`src/rbd_pkg.sv`:
```
// Shared constants, command and status codes, and cell control type for the deque core
package rbd_pkg;

  localparam int DEPTH  = 16;
  localparam int WORD_W = 32;
  localparam int CNT_W  = 5;
  localparam int CAP_W  = 5;

  typedef enum logic [1:0] {
    CMD_ENQ       = 2'd0,
    CMD_DEQ_FRONT = 2'd1,
    CMD_DEQ_REAR  = 2'd2,
    CMD_STATUS    = 2'd3
  } cmd_t;

  typedef enum logic [1:0] {
    ST_DONE  = 2'd0,
    ST_FULL  = 2'd1,
    ST_EMPTY = 2'd2
  } status_t;

  // one-cycle control broadcast to every cell
  typedef struct packed {
    logic flush;
    logic enq;
    logic deq_front;
    logic deq_rear;
  } cell_ctrl_t;

endpackage

```
`src/rbd_ifs.sv`:
```
// Request, result and configuration channel interfaces
interface rbd_in_if;
  logic                                valid;
  logic                                ready;
  logic [1:0]                          cmd;
  logic signed [rbd_pkg::WORD_W-1:0]   data_in;
  modport source (output valid, cmd, data_in, input ready);
  modport sink   (input valid, cmd, data_in, output ready);
endinterface

interface rbd_out_if;
  logic                                valid;
  logic                                ready;
  logic [1:0]                          status;
  logic signed [rbd_pkg::WORD_W-1:0]   data_out;
  logic signed [rbd_pkg::WORD_W-1:0]   front_word;
  logic signed [rbd_pkg::WORD_W-1:0]   rear_word;
  logic [rbd_pkg::CNT_W-1:0]           occupancy;
  logic                                is_full;
  logic                                is_empty;
  modport source (output valid, status, data_out, front_word, rear_word, occupancy,
                  is_full, is_empty, input ready);
  modport sink   (input valid, status, data_out, front_word, rear_word, occupancy,
                  is_full, is_empty, output ready);
endinterface

interface rbd_cfg_if;
  logic                       valid;
  logic                       ready;
  logic [rbd_pkg::CAP_W-1:0]  capacity_in_use;
  modport source (output valid, capacity_in_use, input ready);
  modport sink   (input valid, capacity_in_use, output ready);
endinterface

```
`src/rbd_cell.sv`:
```
// One storage cell of the deque chain: shifts toward the front, fills and clears at the rear
module rbd_cell (
  input  logic                               clk,
  input  logic                               rst_n,
  input  rbd_pkg::cell_ctrl_t                ctrl,
  input  logic signed [rbd_pkg::WORD_W-1:0]  data_in,
  input  logic                               prev_valid,
  input  logic                               next_valid,
  input  logic signed [rbd_pkg::WORD_W-1:0]  next_data,
  output logic                               valid,
  output logic signed [rbd_pkg::WORD_W-1:0]  data,
  output logic                               is_rear
);

  logic                              valid_r, valid_nxt;
  logic signed [rbd_pkg::WORD_W-1:0] data_r, data_nxt;

  assign is_rear = valid_r & ~next_valid;

  always_comb begin
    valid_nxt = valid_r;
    data_nxt  = data_r;
    if (ctrl.flush) begin
      valid_nxt = 1'b0;
    end else if (ctrl.enq) begin
      // first empty slot behind the occupied run takes the word
      if (prev_valid && !valid_r) begin
        valid_nxt = 1'b1;
        data_nxt  = data_in;
      end
    end else if (ctrl.deq_front) begin
      valid_nxt = next_valid;
      data_nxt  = next_data;
    end else if (ctrl.deq_rear) begin
      if (is_rear) valid_nxt = 1'b0;
    end
  end

  always_ff @(posedge clk) begin
    if (!rst_n) begin
      valid_r <= 1'b0;
    end else begin
      valid_r <= valid_nxt;
    end
  end

  always_ff @(posedge clk) begin
    data_r <= data_nxt;
  end

  assign valid = valid_r;
  assign data  = data_r;

endmodule

```
`src/ring_buffer_deque_core.sv`:
```
// Top level of the double-ended buffer: command decode, cell chain and result registers
//
//  channel | dir | payload                                        | handshake
//  in_ch   | in  | cmd, data_in                                   | valid/ready
//  out_ch  | out | status, data_out, front_word, rear_word,       | valid/ready
//          |     | occupancy, is_full, is_empty                   |
//  cfg_ch  | in  | capacity_in_use (flushes the buffer)           | valid/ready, always ready
//
// One request per cycle sustained while the output drains; the cell row is updated at the accepting edge.
// The result is registered in turn after acceptance: a pending stage holds status and
// the removed word, the output register then samples the front, rear and count.
// Reset empties all cells and sets capacity to 16; storage words are not cleared.
// A stalled output holds the pending stage, after which the input stalls as well.
module ring_buffer_deque_core (
  input  logic              clk,
  input  logic              rst_n,
  rbd_in_if.sink            in_ch,
  rbd_out_if.source         out_ch,
  rbd_cfg_if.sink           cfg_ch
);

  localparam int DEPTH = rbd_pkg::DEPTH;
  localparam int IDX_W = $clog2(DEPTH);

  logic [rbd_pkg::CAP_W-1:0] cap_r, cap_nxt;
  logic [rbd_pkg::CNT_W-1:0] count_r, count_nxt;

  rbd_pkg::cell_ctrl_t ctrl;
  rbd_pkg::status_t    st;
  logic signed [rbd_pkg::WORD_W-1:0] dout;

  logic [DEPTH-1:0]                  cell_v;
  logic signed [rbd_pkg::WORD_W-1:0] cell_d [DEPTH];
  logic [DEPTH-1:0]                  cell_rear;
  logic signed [rbd_pkg::WORD_W-1:0] rear_word;
  logic signed [rbd_pkg::WORD_W-1:0] front_word;

  logic                              pend_r, pend_nxt;
  rbd_pkg::status_t                  pend_status_r;
  logic signed [rbd_pkg::WORD_W-1:0] pend_dout_r;

  logic                              out_valid_r, out_valid_nxt;
  rbd_pkg::status_t                  out_status_r;
  logic signed [rbd_pkg::WORD_W-1:0] out_dout_r, out_front_r, out_rear_r;
  logic [rbd_pkg::CNT_W-1:0]         out_occ_r;
  logic                              out_full_r, out_empty_r;

  logic acc, cfg_acc, out_free, pend_move;

  assign cfg_ch.ready = 1'b1;
  assign cfg_acc      = cfg_ch.valid;
  assign out_free     = ~out_valid_r | out_ch.ready;
  assign pend_move    = pend_r & out_free;
  assign in_ch.ready  = ~pend_r | out_free;
  assign acc          = in_ch.valid & in_ch.ready;

  // effective capacity: zero acts as one, above the depth acts as the depth
  always_comb begin
    cap_nxt = cap_r;
    if (cfg_acc) begin
      if (cfg_ch.capacity_in_use == '0) begin
        cap_nxt = rbd_pkg::CAP_W'(1);
      end else if (cfg_ch.capacity_in_use > rbd_pkg::CAP_W'(DEPTH)) begin
        cap_nxt = rbd_pkg::CAP_W'(DEPTH);
      end else begin
        cap_nxt = cfg_ch.capacity_in_use;
      end
    end
  end

  always_comb begin
    ctrl      = '0;
    st        = rbd_pkg::ST_DONE;
    dout      = '0;
    count_nxt = count_r;
    if (cfg_acc) begin
      ctrl.flush = 1'b1;
      count_nxt  = '0;
    end else if (acc) begin
      unique case (rbd_pkg::cmd_t'(in_ch.cmd))
        rbd_pkg::CMD_ENQ: begin
          if (count_r >= cap_r) begin
            st = rbd_pkg::ST_FULL;
          end else begin
            ctrl.enq  = 1'b1;
            count_nxt = count_r + rbd_pkg::CNT_W'(1);
          end
        end
        rbd_pkg::CMD_DEQ_FRONT: begin
          if (count_r == '0) begin
            st = rbd_pkg::ST_EMPTY;
          end else begin
            ctrl.deq_front = 1'b1;
            dout           = front_word;
            count_nxt      = count_r - rbd_pkg::CNT_W'(1);
          end
        end
        rbd_pkg::CMD_DEQ_REAR: begin
          if (count_r == '0) begin
            st = rbd_pkg::ST_EMPTY;
          end else begin
            ctrl.deq_rear = 1'b1;
            dout          = rear_word;
            count_nxt     = count_r - rbd_pkg::CNT_W'(1);
          end
        end
        rbd_pkg::CMD_STATUS: begin
        end
        default: begin
        end
      endcase
    end
  end

  for (genvar i = 0; i < DEPTH; i++) begin : g_cell
    logic                              pv, nv;
    logic signed [rbd_pkg::WORD_W-1:0] nd;
    if (i == 0) begin : g_first
      assign pv = 1'b1;
    end else begin : g_mid
      assign pv = cell_v[i-1];
    end
    if (i == DEPTH-1) begin : g_last
      assign nv = 1'b0;
      assign nd = '0;
    end else begin : g_inner
      assign nv = cell_v[i+1];
      assign nd = cell_d[i+1];
    end
    rbd_cell u_cell (
      .clk        (clk),
      .rst_n      (rst_n),
      .ctrl       (ctrl),
      .data_in    (in_ch.data_in),
      .prev_valid (pv),
      .next_valid (nv),
      .next_data  (nd),
      .valid      (cell_v[i]),
      .data       (cell_d[i]),
      .is_rear    (cell_rear[i])
    );
  end

  assign front_word = cell_v[0] ? cell_d[0] : '0;

  // at most one cell flags itself as rear
  always_comb begin
    rear_word = '0;
    for (int i = 0; i < DEPTH; i++) begin
      rear_word = rear_word | (cell_rear[i] ? cell_d[i] : '0);
    end
  end

  assign pend_nxt      = acc | (pend_r & ~out_free);
  assign out_valid_nxt = pend_r | (out_valid_r & ~out_ch.ready);

  always_ff @(posedge clk) begin
    if (!rst_n) begin
      cap_r       <= rbd_pkg::CAP_W'(DEPTH);
      count_r     <= '0;
      pend_r      <= 1'b0;
      out_valid_r <= 1'b0;
    end else begin
      cap_r       <= cap_nxt;
      count_r     <= count_nxt;
      pend_r      <= pend_nxt;
      out_valid_r <= out_valid_nxt;
    end
  end

  always_ff @(posedge clk) begin
    if (acc) begin
      pend_status_r <= st;
      pend_dout_r   <= dout;
    end
    // cells and count already show the state after the pending request
    if (pend_move) begin
      out_status_r <= pend_status_r;
      out_dout_r   <= pend_dout_r;
      out_front_r  <= front_word;
      out_rear_r   <= rear_word;
      out_occ_r    <= count_r;
      out_full_r   <= (count_r == cap_r);
      out_empty_r  <= (count_r == '0);
    end
  end

  assign out_ch.valid      = out_valid_r;
  assign out_ch.status     = out_status_r;
  assign out_ch.data_out   = out_dout_r;
  assign out_ch.front_word = out_front_r;
  assign out_ch.rear_word  = out_rear_r;
  assign out_ch.occupancy  = out_occ_r;
  assign out_ch.is_full    = out_full_r;
  assign out_ch.is_empty   = out_empty_r;

  a_count_bound: assert property (@(posedge clk) disable iff (!rst_n)
    count_r <= cap_r)
    else $error("stored count above capacity");

  a_cells_match_count: assert property (@(posedge clk) disable iff (!rst_n)
    $countones(cell_v) == 32'(count_r))
    else $error("occupied cells disagree with count");

  a_rear_unique: assert property (@(posedge clk) disable iff (!rst_n)
    $onehot0(cell_rear) &&
    ((count_r == '0) || cell_rear[IDX_W'(count_r - rbd_pkg::CNT_W'(1))]))
    else $error("rear cell not at end of occupied run");

  a_empty_flag: assert property (@(posedge clk) disable iff (!rst_n)
    out_valid_r |-> (out_empty_r == (out_occ_r == '0)))
    else $error("empty flag inconsistent with occupancy");

endmodule

```
`src/flat_wrapper.sv`:
```
// flat-port wrapper written by rule: the top's interface ports become plain ports
module ring_buffer_deque_core_flat 
  (clk, rst_n, in_ch_valid, in_ch_cmd, in_ch_data_in, in_ch_ready, out_ch_valid, out_ch_status, out_ch_data_out, out_ch_front_word, out_ch_rear_word, out_ch_occupancy, out_ch_is_full, out_ch_is_empty, out_ch_ready, cfg_ch_valid, cfg_ch_capacity_in_use, cfg_ch_ready);
  rbd_in_if in_ch_i ();
  rbd_out_if out_ch_i ();
  rbd_cfg_if cfg_ch_i ();
  input  logic clk;
  input  logic rst_n;
  input wire logic [$bits(in_ch_i.valid)-1:0] in_ch_valid;
  input wire logic [$bits(in_ch_i.cmd)-1:0] in_ch_cmd;
  input wire logic [$bits(in_ch_i.data_in)-1:0] in_ch_data_in;
  output wire logic [$bits(in_ch_i.ready)-1:0] in_ch_ready;
  output wire logic [$bits(out_ch_i.valid)-1:0] out_ch_valid;
  output wire logic [$bits(out_ch_i.status)-1:0] out_ch_status;
  output wire logic [$bits(out_ch_i.data_out)-1:0] out_ch_data_out;
  output wire logic [$bits(out_ch_i.front_word)-1:0] out_ch_front_word;
  output wire logic [$bits(out_ch_i.rear_word)-1:0] out_ch_rear_word;
  output wire logic [$bits(out_ch_i.occupancy)-1:0] out_ch_occupancy;
  output wire logic [$bits(out_ch_i.is_full)-1:0] out_ch_is_full;
  output wire logic [$bits(out_ch_i.is_empty)-1:0] out_ch_is_empty;
  input wire logic [$bits(out_ch_i.ready)-1:0] out_ch_ready;
  input wire logic [$bits(cfg_ch_i.valid)-1:0] cfg_ch_valid;
  input wire logic [$bits(cfg_ch_i.capacity_in_use)-1:0] cfg_ch_capacity_in_use;
  output wire logic [$bits(cfg_ch_i.ready)-1:0] cfg_ch_ready;
  assign in_ch_i.valid = in_ch_valid;
  assign in_ch_i.cmd = in_ch_cmd;
  assign in_ch_i.data_in = in_ch_data_in;
  assign in_ch_ready = in_ch_i.ready;
  assign out_ch_valid = out_ch_i.valid;
  assign out_ch_status = out_ch_i.status;
  assign out_ch_data_out = out_ch_i.data_out;
  assign out_ch_front_word = out_ch_i.front_word;
  assign out_ch_rear_word = out_ch_i.rear_word;
  assign out_ch_occupancy = out_ch_i.occupancy;
  assign out_ch_is_full = out_ch_i.is_full;
  assign out_ch_is_empty = out_ch_i.is_empty;
  assign out_ch_i.ready = out_ch_ready;
  assign cfg_ch_i.valid = cfg_ch_valid;
  assign cfg_ch_i.capacity_in_use = cfg_ch_capacity_in_use;
  assign cfg_ch_ready = cfg_ch_i.ready;
  ring_buffer_deque_core u_core (.clk(clk), .rst_n(rst_n), .in_ch(in_ch_i), .out_ch(out_ch_i), .cfg_ch(cfg_ch_i));
endmodule
```
`config.mk`:
```
export PLATFORM = sky130hd
export DESIGN_NAME = ring_buffer_deque_core_flat
export DESIGN_NICKNAME = d
export VERILOG_FILES = /design/src/rbd_pkg.sv /design/src/rbd_ifs.sv /design/src/rbd_cell.sv /design/src/ring_buffer_deque_core.sv /design/src/flat_wrapper.sv
export SDC_FILE = /design/constraint.sdc
export NUM_CORES = 1
export LEC_CHECK = 0
export ABC_AREA = 1
export BUFFER_PORTS_ARGS = -buffer_cell sky130_fd_sc_hd__buf_2
export CELL_PAD_IN_SITES_DETAIL_PLACEMENT = 0
export CELL_PAD_IN_SITES_GLOBAL_PLACEMENT = 1
export CORE_MARGIN = 10
export CORE_UTILIZATION = 49
export DETAILED_ROUTE_END_ITERATION = 6
export MAX_ROUTING_LAYER = met4
export PLACE_DENSITY = 0.87
export SLEW_MARGIN = 20
export SYNTH_ARGS = -nofsm -noshare
export SYNTH_HDL_FRONTEND = slang
export SYNTH_SLANG_ARGS = --single-unit
```
`constraint.sdc`:
```
create_clock -name clk -period 8.2 [get_ports clk]
set_input_delay 0.41 -clock clk [delete_from_list [all_inputs] [get_ports clk]]
set_output_delay 0.41 -clock clk [all_outputs]
set_load 0.01 [all_outputs]
```
==> results of run 1 <==
[kinds of logic after synthesis]
| logic type | after synthesis | synth area share |
|---|---|---|
| other | 1 | 0.000124 |
| buffers and inverters | 545 | 0.0729 |
| AO/OA/AOI/OAI | 482 | 0.0869 |
| AND/OR/NAND/NOR | 1282 | 0.167 |
| adder cells (fa/ha/maj) | 13 | 0.00564 |
| flip-flops | 679 | 0.666 |
| XOR/XNOR | 3 | 0.000871 |
[flip-flops by register name, indices dropped and copies added (netlist names)]
| signal | cells |
|---|---|
| u_core.out_ch.is_empty | 1 |
| u_core.g_cell.u_cell.valid | 16 |
| u_core.out_ch.valid | 1 |
| u_core.cap_r | 5 |
| u_core.pend_dout_r | 32 |
| u_core.count_r | 5 |
| u_core.out_ch.status | 2 |
| u_core.out_ch.data_out | 32 |
| u_core.g_cell.u_cell.data | 512 |
| u_core.out_ch.rear_word | 32 |
| u_core.out_ch.front_word | 32 |
| u_core.out_ch.occupancy | 5 |
| u_core.pend_r | 1 |
| u_core.pend_status_r | 2 |
| u_core.out_ch.is_full | 1 |
[Yosys cell counts (2+ instances only)]
library cell,n
nand2_1,1043
edfxtp_1,651
inv_1,374
o21ai_0,291
nor2_1,168
o22ai_1,114
buf_2,87
a21oi_1,55
clkbuf_1,44
nand4_1,33
dfxtp_1,28
inv_2,17
o21ai_2,15
ha_1,12
buf_1,11
nand3_1,10
buf_4,9
nand2_4,9
nor2_2,5
nand2_2,4
nor3_1,3
clkinv_1,2
nand3_2,2
nand3_4,2
o211ai_1,2
o21ai_1,2
xor2_1,2
[worst register-to-register path: stages (launching register included)]
cell and delay (ns):
dfxtp_1 0.41, inv_1 0.11, ha_1 0.30, nand3_1 0.09, nor2_1 0.06, nor2_2 0.16, nand3_4 0.59, nand2_2 0.71
nand2_1 0.11, inv_1 0.58, buf_4 0.53
[power by group]
| group | total (mW) | leakage, nW | internal, mW | switching (mW) |
|---|---|---|---|---|
| sequential | 3.98 | 6.30 | 3.94 | 0.0427 |
| clock | 3.15 | 1.08 | 1.84 | 1.31 |
| combinational | 0.443 | 7.54 | 0.107 | 0.336 |
| total | 7.57 | 14.9 | 5.88 | 1.69 |
[worst paths after layout]
path                                      endpoint  slack [ns]
hold reg to reg          u_core.out_ch.data_out[6]        0.42
setup reg to reg  u_core.g_cell[7].u_cell.data[31]        4.18
hold / removal                     u_core.cap_r[2]         0.1
setup / recovery  u_core.g_cell[7].u_cell.data[31]        4.18
[layout by cell type, fill, tap and decap left out, types with 2 or more instances in the layout]
cell / n
a21oi_1: 54
buf_2: 150
buf_4: 41
bufinv_16: 8
clkbuf_1: 12
clkbuf_16: 71
clkinv_1: 14
clkinv_2: 12
clkinvlp_4: 3
dfxtp_1: 28
diode_2: 5
edfxtp_1: 651
ha_1: 12
inv_1: 373
inv_2: 17
nand2_1: 1040
nand2_2: 7
nand2_4: 9
nand3_1: 10
nand3_4: 3
nand4_1: 33
nor2_1: 168
nor2_2: 4
nor3_1: 3
o211ai_1: 2
o21ai_0: 291
o21ai_1: 2
o21ai_2: 15
o22ai_1: 114
xor2_1: 2
[cell type report]
cell class	count	area [um2]	area share
antenna	5	12.5	0.000370
clock buffer	84	1840	0.0543
clock inverter	36	382	0.0113
inverter	393	1480	0.0437
multi-input combinational	1781	7910	0.234
sequential	679	20100	0.595
tap	782	978	0.0290
timing repair buffer	192	1080	0.0319
[layer usage]
metal	vias up	wire [um]	global-route usage
li1	10200	-	-
met1	10900	34200	0.336
met2	1515	40700	0.387
met3	241	12800	0.0593
met4	0	3640	0.104
met5	-	0	-
[per-stage QoR]
step | power (mW) | cell area (um2) | utilization | cells | hold WS (ns)
after floorplan | 4.30 | 30200 | - | 3005 | 0.400
after global placement | 4.47 | 31500 | 0.520 | 3827 | 0.404
after detailed placement | 4.48 | 31500 | 0.520 | 3827 | 0.405
after CTS | 7.59 | 33800 | 0.556 | 3947 | 0.0768
after global routing | 7.77 | 33800 | 0.556 | 3951 | 0.123
final | 7.57 | 33800 | 0.556 | 3952 | 0.0993
==> run summary, run 1 <==
Measured along the y axis, the die boundary spans 268 um. For this design the static power due to leakage is 14.9 nW. CTS sink count: 679. The logs give 0.61 ns for the clock network latency to the later pin of the worst-skew pair and 0 ns for the final setup TNS.

The worst slew slack as a fraction of its limit was 0.186. For this design the ratio of total power to cell area is 224 mW/mm2. For the worst setup path, the data required time is 8.44 ns. In the post-synthesis netlist, the biggest area contributors are edfxtp_1 65%, nand2_1 13%, o21ai_0 4.8%.

Post-detailed-route DRC marker count: 0. The run gives 90 as the number of rows in the core area. The fraction of synthesized cell area taken by the top area cell type is 0.648.

The overall die area is 0.0719 mm2, and the minimum setup slack in the final design is 4.18 ns. The run gives 0 as the number of nets with antenna violations after routing. The largest total area in the synthesized netlist belongs to edfxtp_1.

The run gives 3 as the number of buffers on the longest clock path. During placement, the flow inserted port buffers numbering 150. Counting I/O delays and the setup requirement, the final critical path takes 4.02 ns. For the number of different library cells in the post-synthesis netlist, the log shows 37. In this run the most critical hold path is launched from cfg_ch_capacity_in_use[2]. Derived from the worst setup path, the maximum achievable clock frequency is 0.249 GHz. The count of endpoints failing hold in the final timing report was 0; the average cell area after synthesis was 10.0 um2.

The post-CTS setup repair buffer count is 0. The slowest stage of the critical path is the nand2_2 cell. In this run, synthesis produced a sequential element count of 679.

Endpoint class of the critical path: a flop. For this design, the CTS-stage hold fixing added 0 buffers. The share of the clock period used by the worst path was 0.490. Main flop type after synthesis: edfxtp_1.

The setup slack after placement was 4.30 ns. At the pin with the least slew margin, the transition time is 1.21 ns. After detailed routing, the total wire length is 91.3 mm. The total congestion overflow after global routing was 0. In this run the worst path has a maximum fanout of 63. The tools report the clock skew as 0.0263 ns. Max-cap violations in this run came to 0. The tools report the total count of max-transition violations in the final report as 0. The worst-case IR drop observed on VDD is 0.131 mV. The critical path goes through inv_1 -> ha_1 -> nand3_1 -> nor2_1 -> nor2_2 -> nand3_4 -> nand2_2 -> nand2_1 -> inv_1 -> buf_4.

Family of cells with the greatest summed delay on the critical path: simple AND/OR/NAND/NOR gates. Measured along the x axis, the die boundary spans 268 um. The run gives 6 as the iteration count of the initial detailed-routing pass.

The run finished with clean final reports. The logs give 0.497 for the starting density of the core and 0 for the final setup violation count. STA classifies the critical path startpoint as a flop. The number of gates given a new drive strength after cts was 0; the clock-pin slew reported for the worst setup and hold paths after clock tree synthesis was 0.06 ns. The count of filler cells inserted in the layout was 5053; the routed via count divided by cell count was 5.76.

Counting stages on the worst path, the most repeated cell is inv_1. Counting buffers and inverters, the worst setup path is 10 cells deep. The startpoint identified for the worst register-to-register timing path is u_core.count_r[0].

The path class of the tightest hold or removal check is in -> reg. The number of clock buffers added by TritonCTS is 69. In this run, the number of DRC markers left after iteration 0 of detailed routing was 3512. Setup repair after global routing left no endpoint under its margin. TritonCTS built the clock tree. The vias after detailed routing is 22800. Counting flops with a built-in enable in the synthesized netlist gives 651. The netlist area before placement was 0.0302 mm2. At the end of routability-driven placement, the weighted congestion stood at 0.886. Along the worst hold path, the cell count comes to 3. The logs give 0.666 for the fraction of the yosys area taken by sequential cells and 179 for the pin count of the biggest net entering global routing.

Origin of the worst setup path: u_core.count_r[0]. In the final routed layout, each cell accounts on average for 23.1 um. For the H-tree depth, the log shows 3. The first global-routing pass estimated 135 mm of wire. The tools report the post-detailed-placement half-perimeter wirelength as 54.9 mm.

Counting both buffers and inverters, the worst setup path holds a total of 3. The logs give 3173 for the net total in the final layout and 152 for the I/O pin count. The synthesized netlist cell count is 3005. The critical path is of the reg -> reg type. The root buffer cell is clkbuf_16. The floorplan step defined a core boundary enclosing 0.0607 mm2. The number of nets in the synthesized netlist was 3062; the fraction of final layout cells with drive strength greater than 1 was 0.110. The data arrival time of the worst path came out at 4.25 ns. The worst reg2reg path depth was 10. The synthesis-to-layout area growth came out at 11.9%.

The tools report the overall fraction of global-route tracks in use as 0.258. During synthesis, Yosys emitted a total of 0 warnings. The number of antenna violations at the first check in global routing was 4; the number of global-route vias before repair was 21500. Share of synthesized flip-flops with an asynchronous set or reset: 0. The worst stage delay on the critical path came out at 0.69 ns.
Power figures use the tool's default switching activity.
==> run 2, diff against run 1 <==
--- a/config.mk
+++ b/config.mk
@@ -5,12 +5,12 @@
 export SDC_FILE = /design/constraint.sdc
 export NUM_CORES = 1
 export LEC_CHECK = 0
-export ABC_AREA = 1
+export ABC_AREA = 0
 export BUFFER_PORTS_ARGS = -buffer_cell sky130_fd_sc_hd__buf_2
 export CELL_PAD_IN_SITES_DETAIL_PLACEMENT = 0
 export CELL_PAD_IN_SITES_GLOBAL_PLACEMENT = 1
 export CORE_MARGIN = 10
-export CORE_UTILIZATION = 49
+export CORE_UTILIZATION = 52
 export DETAILED_ROUTE_END_ITERATION = 6
 export MAX_ROUTING_LAYER = met4
 export PLACE_DENSITY = 0.87
==> constraint.sdc (replaced) <==
create_clock -name clk -period 3.78 [get_ports clk]
set_input_delay 0.189 -clock clk [delete_from_list [all_inputs] [get_ports clk]]
set_output_delay 0.189 -clock clk [all_outputs]
set_load 0.01 [all_outputs]
==> run 2 against run 1 <==
  * Sequential cell count did not move
  * Register-to-register slack got worse by 3.5 ns
  * Count of clock-buffer cells in the layout rose by 2
  * Clock skew rose by 0.0037 ns
  * Design area fell by 2.5%
  * Critical endpoint is now u_core.g_cell[5].u_cell.data[8]
  * Largest power group unchanged
==> run summary, run 2 <==
By area the synthesized netlist is led by edfxtp_1 66%, a21o_1 12%, a22o_1 4.5%. In this run, synthesis inferred 651 flip-flops with an integrated enable. The total congestion overflow after global routing was 0.

Starting density of the core: 0.525. Leading cell type by number of instances after synthesis: edfxtp_1. The share of the clock period used by the worst path came out at 0.822. The count of port buffers added during placement was 150; the area taken by flip-flops and latches was 0.0201 mm2. The worst hold path belongs to the class in -> reg. The clock tree synthesis step divided the H-tree into 3 levels. Clock tree synthesis inserted a total of 70 buffers. The total of warnings raised by yosys was 0. The number of antenna diodes in the final layout is 0. The later pin in the worst-skew pair is clocked with a latency of 0.61 ns. STA classifies the critical path endpoint as a flop.

For the pin with the worst max-slew slack, the measured transition is 1.25 ns. The fraction of synthesized cell area taken by the top area cell type came out at 0.662. The worst setup path is launched from a flop. The share of synthesized flip-flops with an asynchronous set or reset is 0, and the post-detailed-route DRC marker count is 0. The die span in y came out at 258 um.

The number of antenna violations at the first check in global routing came out at 1. The weighted congestion at the end of routability-driven global placement came out at 0.883. The final critical path time including I/O delays and setup was 3.11 ns. The number of gates given a new drive strength after cts came out at 0.

The tools report the number of rows in the core area as 87. TritonCTS built the clock tree. The first global-routing pass estimated 122 mm of wire. Entering global routing, the biggest net connects 211 pins. The data arrival time of the worst path was 3.39 ns; the required time of the critical path was 4.06 ns.

For the iteration count of the initial detailed-routing pass, the log shows 6. Counting every sink on the clock net gives 679. The count of filler cells inserted in the layout was 4237. In the synthesized netlist the dominant register cell turns out to be edfxtp_1. The logs give 48.2 mm for the post-detailed-placement half-perimeter wirelength and 0.00816 mm2 for the multi-input gate area in the final layout. The fraction of the yosys area taken by sequential cells came out at 0.681. Leaving out fill and tap cells, the most frequent cells in the layout are 651 x edfxtp_1, 482 x a21o_1, 151 x a22o_1, 150 x buf_2, 116 x a221oi_1. The post-CTS setup repair buffer count is 0, and the average detailed-routed wire length per instance is 28.5 um.

The run gives 0.309 mV as the highest ir drop seen on vdd. The library cell used most frequently in the layout, excluding fill and tap cells, is edfxtp_1. The root buffer cell is clkbuf_16. Setup repair after global routing left no endpoint under its margin. The first routing iteration left 2878 violations. For the number of global-route vias before repair, the log shows 18800. The cell type with the highest aggregate area in the netlist is edfxtp_1. The number of buffers on the longest clock path came out at 3. Synthesis produced a netlist whose cell count is 1980. The post-route worst hold slack is 0.0368 ns, and the number of different library cells in the post-synthesis netlist is 50.

Pin placement for this block handled 152 I/O pins. The synthesis-to-layout area growth came out at 11.6%. The routed via count divided by cell count is 6.69, and the register bit total from synthesis is 679.

Timing would allow up to 0.322 GHz. The die is 258 um wide. The routed layout has 19200 vias.

The average cell area after synthesis works out to 14.9 um2. At the end of the flow, the number of nets in the layout was 2124. The type of the setup path with the least slack was reg -> reg. Setup total negative slack on the finished layout was measured at 0 ns.

For the overall fraction of global-route tracks in use, the log shows 0.247. The netlist area before placement is 0.0295 mm2. After clock tree synthesis, the flow added hold-fix buffers numbering 9. By count the netlist is led by 651 x edfxtp_1, 482 x a21o_1, 151 x a22o_1, 116 x a221oi_1, 69 x clkbuf_1. The fraction of final layout cells with drive strength greater than 1 is 0.168, and the total count of max-transition violations in the final report is 0. Power spread over the standard cell area amounts to 484 mW/mm2. The run finished with clean final reports. The die covers 0.0667 mm2. Summed over all layers, the routed wires come to 81.9 mm. Setup violations remaining at the end of the flow were counted as 0. Across the run, the number of max-cap violations was 0. The worst slew slack as a fraction of its limit is 0.163, and the count of endpoints failing hold in the final timing report is 0. Counting every net in the synthesized netlist gives 2037. The number of flip-flops under the largest register name is 512, and the maximum fanout along the worst path is 23. The clock arrives with 0.0300 ns of skew. For this design the static power due to leakage is 13.2 nW.

After clock tree synthesis, the clock-pin slew on the worst setup and hold paths is 0.06 ns. The detail route stage leaves a number of antenna-violating nets equal to 0. The area of the core region came out at 0.0563 mm2.
## run 2: cell types whose count changed in the layout (fill, tap and decap cells not counted), sizes merged, moves of 113 or more
cell,before,now
o21ai,308,22
inv,391,17
o22ai,114,1
nand2,1056,51
nor2,173,6
a22o,0,151
a21o,1,482
a221oi,0,116
## run 2: cell type report
type	count	share of cell area
flip-flops and latches	679	0.611
multi-input cells	1075	0.248
clock buffers	86	0.0576
repair buffers	225	0.0440
well taps	756	0.0287
clock inverters	38	0.00953
inverters	16	0.00186
## run 2: worst paths after layout
path	startpoint	to	slack (ns)	cells after the start
worst min register to register	u_core.pend_dout_r[4]	u_core.out_ch.data_out[4]	0.40	0
worst max-delay path	u_core.count_r[0]	u_core.g_cell[5].u_cell.data[8]	0.67	9
worst max register to register	u_core.count_r[0]	u_core.g_cell[5].u_cell.data[8]	0.67	9
worst min-delay path	cfg_ch_capacity_in_use[4]	u_core.cap_r[3]	0.04	5
## run 2: worst max-delay path, cell delays in order, from the launching register on
cell,delay (ns)
dfxtp_1,0.39
inv_1,0.11
ha_1,0.30
nand3_1,0.08
nor2_1,0.10
nor4_4,0.72
buf_4,0.27
nand2_1,0.09
nand2_2,0.40
buf_12,0.30
## run 2: report_power, final
part / internal, mW / leakage [nW] / switching, mW
combinational: 0.262 / 5.99 / 0.445
clock: 3.91 / 1.08 / 2.89
sequential: 8.37 / 6.14 / 0.0654
## run 2: cells by family after synthesis
group | share of synthesized area
xor+xnor | 0.000593
compound gates | 0.222
flops | 0.681
fa+ha+maj | 0.00576
buf+inv | 0.0487
other cells | 0.000127
simple gates | 0.0417
## run 2: through the flow
stage               power, mW  instances   util  worst slack (ns)  instance area, um2
floorplan                9.04       1980      -            0.0598               29500
global placement         9.26       2742  0.544             0.738               30600
detailed placement       9.29       2742  0.544             0.693               30600
CTS                      16.0       2875  0.585             0.666               32900
global route             16.3       2875  0.585             0.529               32900
finish                   15.9       2875  0.585             0.673               32900
## run 2: layer usage
metal	global-route usage	share of wire	vias up
met5	-	0	-
met4	0.0889	0.031	0
met3	0.0489	0.11	185
met2	0.376	0.47	1335
met1	0.328	0.39	9683
li1	-	-	8044
